<file path="config.mk">
export PLATFORM = sky130hd
export DESIGN_NAME = three_channel_peak_feature_extractor
export DESIGN_NICKNAME = d
export VERILOG_FILES = /design/src/rtl/tcpfe_pkg.sv /design/src/rtl/tcpfe_front.sv /design/src/rtl/tcpfe_queue.sv /design/src/rtl/tcpfe_back.sv /design/src/rtl/three_channel_peak_feature_extractor.sv
export SDC_FILE = /design/constraint.sdc
export NUM_CORES = 1
export LEC_CHECK = 0
export BUFFER_PORTS_ARGS = -buffer_cell sky130_fd_sc_hd__buf_4
export CAP_MARGIN = 20
export CELL_PAD_IN_SITES_DETAIL_PLACEMENT = 0
export CELL_PAD_IN_SITES_GLOBAL_PLACEMENT = 1
export CORE_UTILIZATION = 40
export CTS_BUF_LIST = sky130_fd_sc_hd__clkbuf_16
export DETAILED_ROUTE_END_ITERATION = 8
export GPL_ROUTABILITY_DRIVEN = 0
export PLACE_DENSITY = 0.78
export SYNTH_ARGS = -nofsm -noshare
export SYNTH_HDL_FRONTEND = slang
export SYNTH_SLANG_ARGS = --single-unit
</file>
<file path="constraint.sdc">
create_clock -name aclk -period 6.35 [get_ports aclk]
set_input_delay 0 -clock aclk [delete_from_list [all_inputs] [get_ports aclk]]
set_output_delay 0 -clock aclk [all_outputs]
set_load 0.02 [all_outputs]
</file>
<file path="src/rtl/tcpfe_pkg.sv">
// ----------------------------------------------------------------------------
// tcpfe_pkg
// Types and constants shared by the peak feature extractor modules.
// ----------------------------------------------------------------------------
package tcpfe_pkg;

    localparam int IDX_W  = 7;
    localparam int AMP_W  = 16;
    localparam int CH_W   = 2;
    localparam int NUM_CH = 3;

    localparam logic [CH_W-1:0] CH_FIRST = 2'd0;
    localparam logic [CH_W-1:0] CH_MID   = 2'd1;
    localparam logic [CH_W-1:0] CH_LAST  = 2'd2;

    typedef struct packed {
        logic [AMP_W-1:0] sample_ch0;
        logic [AMP_W-1:0] sample_ch1;
        logic [AMP_W-1:0] sample_ch2;
        logic             last_sample;
    } in_t;

    typedef struct packed {
        logic [CH_W-1:0]  channel;
        logic [IDX_W-1:0] entry_index;
        logic [IDX_W-1:0] top_index;
        logic [IDX_W-1:0] exit_index;
        logic [AMP_W-1:0] top_amplitude;
        logic             final_result;
    } out_t;

    // features of one channel
    typedef struct packed {
        logic [IDX_W-1:0] entry_index;
        logic [IDX_W-1:0] top_index;
        logic [IDX_W-1:0] exit_index;
        logic [AMP_W-1:0] top_amplitude;
    } feat_t;

    // snapshot of one finished window, one entry per channel
    typedef feat_t [NUM_CH-1:0] win_t;

    // queue status seen by front and back
    typedef struct packed {
        logic full;
        logic empty;
    } q_status_t;

endpackage

</file>
<file path="src/rtl/tcpfe_front.sv">
// ----------------------------------------------------------------------------
// tcpfe_front
// Per-channel peak tracking; pushes a window snapshot on the last sample.
// ----------------------------------------------------------------------------
module tcpfe_front #(
    parameter int WINDOW_DEPTH = 128
) (
    input  logic                        aclk,
    input  logic                        aresetn,
    input  logic                        cfg_valid,
    input  logic [tcpfe_pkg::AMP_W-1:0] cfg_data,
    input  logic                        s_valid,
    output logic                        s_ready,
    input  tcpfe_pkg::in_t              s_data,
    input  tcpfe_pkg::q_status_t        q_status,
    output logic                        push,
    output tcpfe_pkg::win_t             push_data
);
    import tcpfe_pkg::*;

    localparam int IdxLimitInt = (WINDOW_DEPTH - 1 > (1 << IDX_W) - 1) ?
                                 (1 << IDX_W) - 1 : WINDOW_DEPTH - 1;
    localparam logic [IDX_W-1:0] IdxLimit = IDX_W'(IdxLimitInt);

    logic [AMP_W-1:0]  threshold_reg;
    logic [NUM_CH-1:0] in_peak_reg, in_peak_next, in_peak_upd;
    win_t              feat_reg, feat_next, feat_upd;
    logic [IDX_W-1:0]  index_reg, index_next;
    logic [AMP_W-1:0]  samp [NUM_CH];
    logic              take;

    assign s_ready = !q_status.full;
    assign take    = s_valid && s_ready;

    assign samp[0] = s_data.sample_ch0;
    assign samp[1] = s_data.sample_ch1;
    assign samp[2] = s_data.sample_ch2;

    always_comb begin
        for (int c = 0; c < NUM_CH; c++) begin
            feat_upd[c]    = feat_reg[c];
            in_peak_upd[c] = in_peak_reg[c];
            if (samp[c] >= threshold_reg) begin
                if (!in_peak_reg[c]) begin
                    feat_upd[c].entry_index   = index_reg;
                    feat_upd[c].top_index     = index_reg;
                    feat_upd[c].top_amplitude = samp[c];
                    in_peak_upd[c]            = 1'b1;
                end else if (feat_reg[c].top_amplitude < samp[c]) begin
                    feat_upd[c].top_index     = index_reg;
                    feat_upd[c].top_amplitude = samp[c];
                end
            end else if (in_peak_reg[c]) begin
                feat_upd[c].exit_index = index_reg;
                in_peak_upd[c]         = 1'b0;
            end
        end
    end

    always_comb begin
        feat_next    = feat_reg;
        in_peak_next = in_peak_reg;
        index_next   = index_reg;
        if (take) begin
            if (s_data.last_sample) begin
                feat_next    = '0;
                in_peak_next = '0;
                index_next   = '0;
            end else begin
                feat_next    = feat_upd;
                in_peak_next = in_peak_upd;
                if (index_reg < IdxLimit) begin
                    index_next = index_reg + IDX_W'(1);
                end
            end
        end
    end

    assign push      = take && s_data.last_sample;
    assign push_data = feat_upd;

    always_ff @(posedge aclk) begin
        if (!aresetn) begin
            threshold_reg <= '0;
            in_peak_reg   <= '0;
            feat_reg      <= '0;
            index_reg     <= '0;
        end else begin
            if (cfg_valid) begin
                threshold_reg <= cfg_data;
            end
            in_peak_reg <= in_peak_next;
            feat_reg    <= feat_next;
            index_reg   <= index_next;
        end
    end

endmodule

</file>
<file path="src/rtl/tcpfe_queue.sv">
// ----------------------------------------------------------------------------
// tcpfe_queue
// Two-entry queue of finished window snapshots between front and back.
// ----------------------------------------------------------------------------
module tcpfe_queue (
    input  logic                 aclk,
    input  logic                 aresetn,
    input  logic                 push,
    input  tcpfe_pkg::win_t      push_data,
    input  logic                 pop,
    output tcpfe_pkg::win_t      head,
    output tcpfe_pkg::q_status_t q_status
);
    import tcpfe_pkg::*;

    win_t       slot_reg [2];
    logic       wr_ptr_reg, wr_ptr_next;
    logic       rd_ptr_reg, rd_ptr_next;
    logic [1:0] count_reg, count_next;
    logic       do_push, do_pop;

    assign q_status.full  = (count_reg == 2'd2);
    assign q_status.empty = (count_reg == 2'd0);
    assign do_push        = push && !q_status.full;
    assign do_pop         = pop && !q_status.empty;
    assign head           = slot_reg[rd_ptr_reg];

    always_comb begin
        wr_ptr_next = do_push ? !wr_ptr_reg : wr_ptr_reg;
        rd_ptr_next = do_pop ? !rd_ptr_reg : rd_ptr_reg;
        count_next  = count_reg + 2'(do_push) - 2'(do_pop);
    end

    always_ff @(posedge aclk) begin
        if (do_push) begin
            slot_reg[wr_ptr_reg] <= push_data;
        end
    end

    always_ff @(posedge aclk) begin
        if (!aresetn) begin
            wr_ptr_reg <= 1'b0;
            rd_ptr_reg <= 1'b0;
            count_reg  <= '0;
        end else begin
            wr_ptr_reg <= wr_ptr_next;
            rd_ptr_reg <= rd_ptr_next;
            count_reg  <= count_next;
        end
    end

endmodule

</file>
<file path="src/rtl/tcpfe_back.sv">
// ----------------------------------------------------------------------------
// tcpfe_back
// Serializes each window snapshot into three results through an output register.
// ----------------------------------------------------------------------------
module tcpfe_back (
    input  logic                 aclk,
    input  logic                 aresetn,
    input  tcpfe_pkg::win_t      head,
    input  tcpfe_pkg::q_status_t q_status,
    output logic                 pop,
    output logic                 m_valid,
    input  logic                 m_ready,
    output tcpfe_pkg::out_t      m_data
);
    import tcpfe_pkg::*;

    logic            m_valid_reg, m_valid_next;
    out_t            m_data_reg, m_data_next;
    logic [CH_W-1:0] ch_reg, ch_next;
    logic            load_ok, load;
    feat_t           sel;

    assign load_ok = !m_valid_reg || m_ready;
    assign load    = load_ok && !q_status.empty;
    // head leaves the queue once its last channel is loaded
    assign pop     = load && (ch_reg == CH_LAST);

    always_comb begin
        case (ch_reg)
            CH_FIRST: sel = head[0];
            CH_MID:   sel = head[1];
            default:  sel = head[2];
        endcase
    end

    always_comb begin
        m_valid_next = m_valid_reg;
        m_data_next  = m_data_reg;
        ch_next      = ch_reg;
        if (load) begin
            m_valid_next              = 1'b1;
            m_data_next.channel       = ch_reg;
            m_data_next.entry_index   = sel.entry_index;
            m_data_next.top_index     = sel.top_index;
            m_data_next.exit_index    = sel.exit_index;
            m_data_next.top_amplitude = sel.top_amplitude;
            m_data_next.final_result  = (ch_reg == CH_LAST);
            ch_next                   = (ch_reg == CH_LAST) ? CH_FIRST :
                                        ch_reg + CH_W'(1);
        end else if (load_ok) begin
            m_valid_next = 1'b0;
        end
    end

    always_ff @(posedge aclk) begin
        m_data_reg <= m_data_next;
    end

    always_ff @(posedge aclk) begin
        if (!aresetn) begin
            m_valid_reg <= 1'b0;
            ch_reg      <= CH_FIRST;
        end else begin
            m_valid_reg <= m_valid_next;
            ch_reg      <= ch_next;
        end
    end

    assign m_valid = m_valid_reg;
    assign m_data  = m_data_reg;

endmodule

</file>
<file path="src/rtl/three_channel_peak_feature_extractor.sv">
// ----------------------------------------------------------------------------
// three_channel_peak_feature_extractor
// Threshold peak detection over a window of three-channel samples.
// ----------------------------------------------------------------------------
// Takes one sample triple per clock cycle while the snapshot queue has room.
// Channel state updates in the cycle a sample is accepted; the last sample of
// a window puts a snapshot of all three channels into a two-entry queue and
// clears the state, so the next window can start in the following cycle. The
// output side sends three results per window, one per cycle while m_ready is
// high (channel 0, 1, 2, final_result on channel 2), from a single output
// register. With windows of three or more samples and m_ready held high, the
// input runs at one sample per cycle. The sample index saturates at
// min(WINDOW_DEPTH - 1, 127). The threshold port is always ready and takes
// effect on the next sample.
module three_channel_peak_feature_extractor #(
    parameter int WINDOW_DEPTH = 128
) (
    input  logic                        aclk,
    input  logic                        aresetn,
    input  logic                        cfg_valid,
    output logic                        cfg_ready,
    input  logic [tcpfe_pkg::AMP_W-1:0] cfg_data,
    input  logic                        s_valid,
    output logic                        s_ready,
    input  tcpfe_pkg::in_t              s_data,
    output logic                        m_valid,
    input  logic                        m_ready,
    output tcpfe_pkg::out_t             m_data
);
    import tcpfe_pkg::*;

    q_status_t q_status;
    logic      push, pop;
    win_t      push_data, head;

    assign cfg_ready = 1'b1;

    tcpfe_front #(
        .WINDOW_DEPTH(WINDOW_DEPTH)
    ) u_front (
        .aclk      (aclk),
        .aresetn   (aresetn),
        .cfg_valid (cfg_valid),
        .cfg_data  (cfg_data),
        .s_valid   (s_valid),
        .s_ready   (s_ready),
        .s_data    (s_data),
        .q_status  (q_status),
        .push      (push),
        .push_data (push_data)
    );

    tcpfe_queue u_queue (
        .aclk      (aclk),
        .aresetn   (aresetn),
        .push      (push),
        .push_data (push_data),
        .pop       (pop),
        .head      (head),
        .q_status  (q_status)
    );

    tcpfe_back u_back (
        .aclk     (aclk),
        .aresetn  (aresetn),
        .head     (head),
        .q_status (q_status),
        .pop      (pop),
        .m_valid  (m_valid),
        .m_ready  (m_ready),
        .m_data   (m_data)
    );

`ifndef NO_ASSERTIONS
    // a window snapshot is never dropped at the queue
    a_no_push_full: assert property (@(posedge aclk) disable iff (!aresetn)
        push |-> !q_status.full)
        else $error("snapshot pushed into full queue");

    // final_result marks channel two and nothing else
    a_final_ch: assert property (@(posedge aclk) disable iff (!aresetn)
        m_valid |-> (m_data.final_result == (m_data.channel == CH_LAST)))
        else $error("final_result on wrong channel");

    // channel zero is always followed at once by channel one of the same window
    a_ch_order: assert property (@(posedge aclk) disable iff (!aresetn)
        (m_valid && m_ready && m_data.channel == CH_FIRST)
        |=> (m_valid && m_data.channel == CH_MID))
        else $error("result channel order broken");

    // the back side only pops a snapshot that is there
    a_pop_nonempty: assert property (@(posedge aclk) disable iff (!aresetn)
        pop |-> !q_status.empty)
        else $error("pop from empty queue");
`endif

endmodule
</file>
==> flow_summary_export.csv <==
group,metric,value,unit
outcome,status,"finished, final reports clean",
critical_path,critical-path-max-stage-delay,0.82,ns
finish,synthToLayoutAreaGrowth,18.86,%
route,met3WireLength,3103,um
clocking,clkSinkCount,407,
yosys,edff_count_synth,262,
sta,highest_attainable_clock_frequency,249.4,MHz
global_routing,antenna_found_initial,2,
clocking,clock_tree_from_tritoncts,"yes",
die,design.core.area,45770,um^2
die,initial_core_util,40.88,%
clocking,htree_num_levels,2,
sta,fin_worst_skew,0.02477,ns
route,drt-pass1-iter-count,6,
route,maxUsedRoutingLayer,"met5",
power,total_leakage_power,8.528,nW
clocking,clk_path_buf_depth,3,
route,routed-wl-met2,20450,um
sta,timing.final.hold_violations,0,
yosys,synth-async-reset-ratio,0,%
global_routing,grt_pass1_vias,12280,
yosys,mappedNetlistNets,1595,
critical_path,timing.critical_path.cells,"inv_1 -> ha_1 -> nand4_1 -> nor4_1 -> a22oi_2 -> a22oi_4 -> and2_1 -> buf_4 -> mux2_2",
clocking,cts-buffers-inserted,43,
yosys,synth.avg_cell_area,13.09,um^2
finish,antennaDiodeCount,0,
yosys,yosysSeqAreaShare,57.56,%
power,pwr_density_cell,279.7,nW/um^2
clocking,cts.reportedPaths.clkPinSlew,0.06,ns
route,finalWirelength,46670,um
critical_path,slowest_stage,"and2_1",
route,detailedRoute.firstIterationViolations,1127,
yosys,synth_area,18710,um^2
clocking,clock_insertion_delay_worst_skew,0.60,ns
global_routing,grt_start_max_net_pins,79,
yosys,yosysUniqueCellTypes,61,
critical_path,cp-end-kind,"register",
finish,number_of_flip_flops_under_the_largest_register_name,222,
sta,layout_setup_ws,2.341,ns
route,drt-vias-per-instance,5.550,
die,die_w,218.3,um
sta,setup_total_negative_slack,0,ns
worst_hold_path,hp-start,"s_data[0]",
yosys,synth_ff_type,"edfxtp_1",
finish,number_of_nets_at_the_end_of_the_flow,1759,
die,dieHeight,218.3,um
flow_run,timing.max_cap.violations,0,
critical_path,ff2ff_setup_slack,2.34,ns
sta,grt_setup_unrepaired,"false",
placement,port_buffers,111,
sta,fin_crit_sh,63.13,%
clocking,resized_cells_post_cts,0,
global_routing,globalRoute.totalOverflow,0,
die,fp-row-count,78,
yosys,yosysWarningCount,0,
critical_path,setup.worst_path.start,"u_front.threshold_reg[15]$_SDFFE_PN0P_",
critical_path,timing.critical_path.from_type,"register",
critical_path,required_time_reported_for_the_critical_path_endpoint,6.67,ns
yosys,synth_cells,1429,
die,die-area,47650,um^2
global_routing,global_route_wire_length_before_repair,72770,um
clocking,cts.repair_timing.setup_buffer_count,0,
sta,setup_viol,0,
critical_path,r2r_start,"u_front.threshold_reg[15]$_SDFFE_PN0P_",
worst_hold_path,hold_path.class,"input port to register",
power,maximum_resistive_drop_on_vdd,0.1995,mV
sta,tightestPinTransition,1.022,ns
global_routing,grt_util_all_layers,20.19,%
placement,placed_wire_length_estimate,30230,um
sta,fin_crit,4.009,ns
route,route.antenna.remaining_nets,0,
route,drcViolationCount,0,
route,vias,12370,
sta,drv_slew,0,
clocking,cts_root_buffer,"clkbuf_16",
route,avgRoutedWirePerCell,20.95,um
critical_path,worst-setup-path-type,"register to register",
placement,place_worst_setup_slack,2.393,ns
yosys,yosys_register_bits,407,
die,io_pins,113,
sta,hold_slack,0.08233,ns
route,route.layer.met1.wl,21390,um
critical_path,worst-endpoint-arrival,4.33,ns
finish,final_layout_size_suffix_gt1_share,20.39,%
critical_path,critical_path_peak_fanout,24,
sta,worst_slew_margin_rel,31.88,%
==> cell type report <==
type                    instances  area [um^2]
clock buffers                  44         1101
multi-input cells             856         7259
repair buffers                208         1769
well taps                     600        750.7
clock inverters                36        295.3
fillers                      3972        23530
flip-flops and latches        407        10780
inverters                      77        289.0
==> worst max-delay path, delay by kind of cell (launching register included) <==
kind                       cells  cell delay [ns]
buffers and inverters          2             0.52
adders and majority gates      1             0.34
muxes                          1             0.39
AOI/OAI and AO/OA              2             0.82
DFF                            1             0.32
and+or+nand+nor                3             1.35
==> cells in the mapped netlist (8+ instances only) <==
master       n  area, um^2
nand4_1     11       68.82
nand2_1     63       236.5
o21ai_0     49       245.2
nor2_1      58       217.7
a32o_1      14       140.1
a21oi_1     77       385.4
a21o_1      16       120.1
nor2b_1     26       162.7
mux4_2      37       833.3
dfxtp_1    145        2903
and3_1      19       118.9
clkbuf_1    50       187.7
a41oi_1     16       140.1
a22o_1      16       140.1
o22ai_1     14       87.58
nand2b_1     9       56.30
nand3b_1    23       172.7
o21a_1      24       180.2
nor4_1      17       106.4
and2_1       9       56.30
mux2i_1     53       530.5
inv_1       77       289.0
o2bb2ai_1   28       245.2
edfxtp_1   262        7868
buf_2       21       105.1
o211a_1     17       170.2
ha_1        96        1201
buf_4        8       60.06
mux2_2      92        1036
==> cell families (layout without fill, tap and decap cells) <==
kind of cell | count (synthesis) | count (layout) | synth area share (%)
simple gates | 254 | 254 | 7.008
buf+inv | 166 | 365 | 3.765
fa+ha+maj | 96 | 96 | 6.419
xor+xnor | 8 | 8 | 0.3744
other cells | 1 | 1 | 0.02004
flops | 407 | 407 | 57.56
compound gates | 312 | 312 | 11.85
mux | 185 | 185 | 13.01
==> stage by stage <==
stage          util, %  cell area [um^2]  total power [mW]  instances
2_1_floorplan        -             18710             3.513       1429
3_3_place_gp     43.73             20010             3.755       2065
3_5_place_dp     43.73             20010             3.772       2065
4_1_cts          48.59             22240             6.271       2228
5_1_grt          48.59             22240             6.460       2228
6_report         48.59             22240             6.221       2228
==> report_power, final <==
| part | switching, mW | total, mW | internal (mW) | leakage (nW) |
|---|---|---|---|---|
| combinational | 0.467 | 0.770 | 0.303 | 4.22 |
| sequential | 0.0441 | 2.99 | 2.95 | 3.59 |
| clock | 1.06 | 2.46 | 1.40 | 0.720 |
| total | 1.57 | 6.22 | 4.65 | 8.53 |
==> per-layer routing <==
metal,up-vias,GRT usage [%]
met2,393,30.60
met3,93,3.299
met1,6099,28.81
li1,5778,-
met5,-,0
met4,2,7.925
==> cells in the final DEF, fill, tap and decap left out, types with 4 or more instances in the layout <==
master / n
a211oi_1: 6
a21o_1: 16
a21oi_1: 77
a22o_1: 16
a32o_1: 14
a32oi_1: 7
a41oi_1: 16
and2_1: 9
and3_1: 18
and4_1: 4
buf_4: 125
clkbuf_16: 44
clkinv_1: 12
clkinv_2: 8
dfxtp_1: 142
dlygate4sd3_1: 83
edfxtp_1: 262
ha_1: 96
inv_1: 85
mux2_2: 92
mux2i_1: 53
mux4_2: 37
nand2_1: 62
nand2b_1: 8
nand3_1: 7
nand3b_1: 23
nand4_1: 11
nor2_1: 55
nor2b_1: 26
nor3_1: 5
nor4_1: 17
o211a_1: 17
o21a_1: 24
o21ai_0: 49
o21ai_1: 5
o22ai_1: 14
o2bb2ai_1: 28
xnor2_1: 4
xor2_1: 4
==> path summary, 6_finish.rpt <==
path                                        to  cells after the start
max          u_queue.slot_reg[1][45]$_DFFE_PP_                      9
min          u_front.feat_reg[65]$_SDFFE_PN0P_                      3
max reg2reg  u_queue.slot_reg[1][45]$_DFFE_PP_                      9
min reg2reg  u_front.feat_reg[54]$_SDFFE_PN0P_                      2
==> repair_timing <==
item / CTS / global route
hold buffers: 83 / 0
hold endpoints to repair: 162 / 0
endpoints found under the setup margin: 0 / 0
Power figures use the tool's default switching activity.
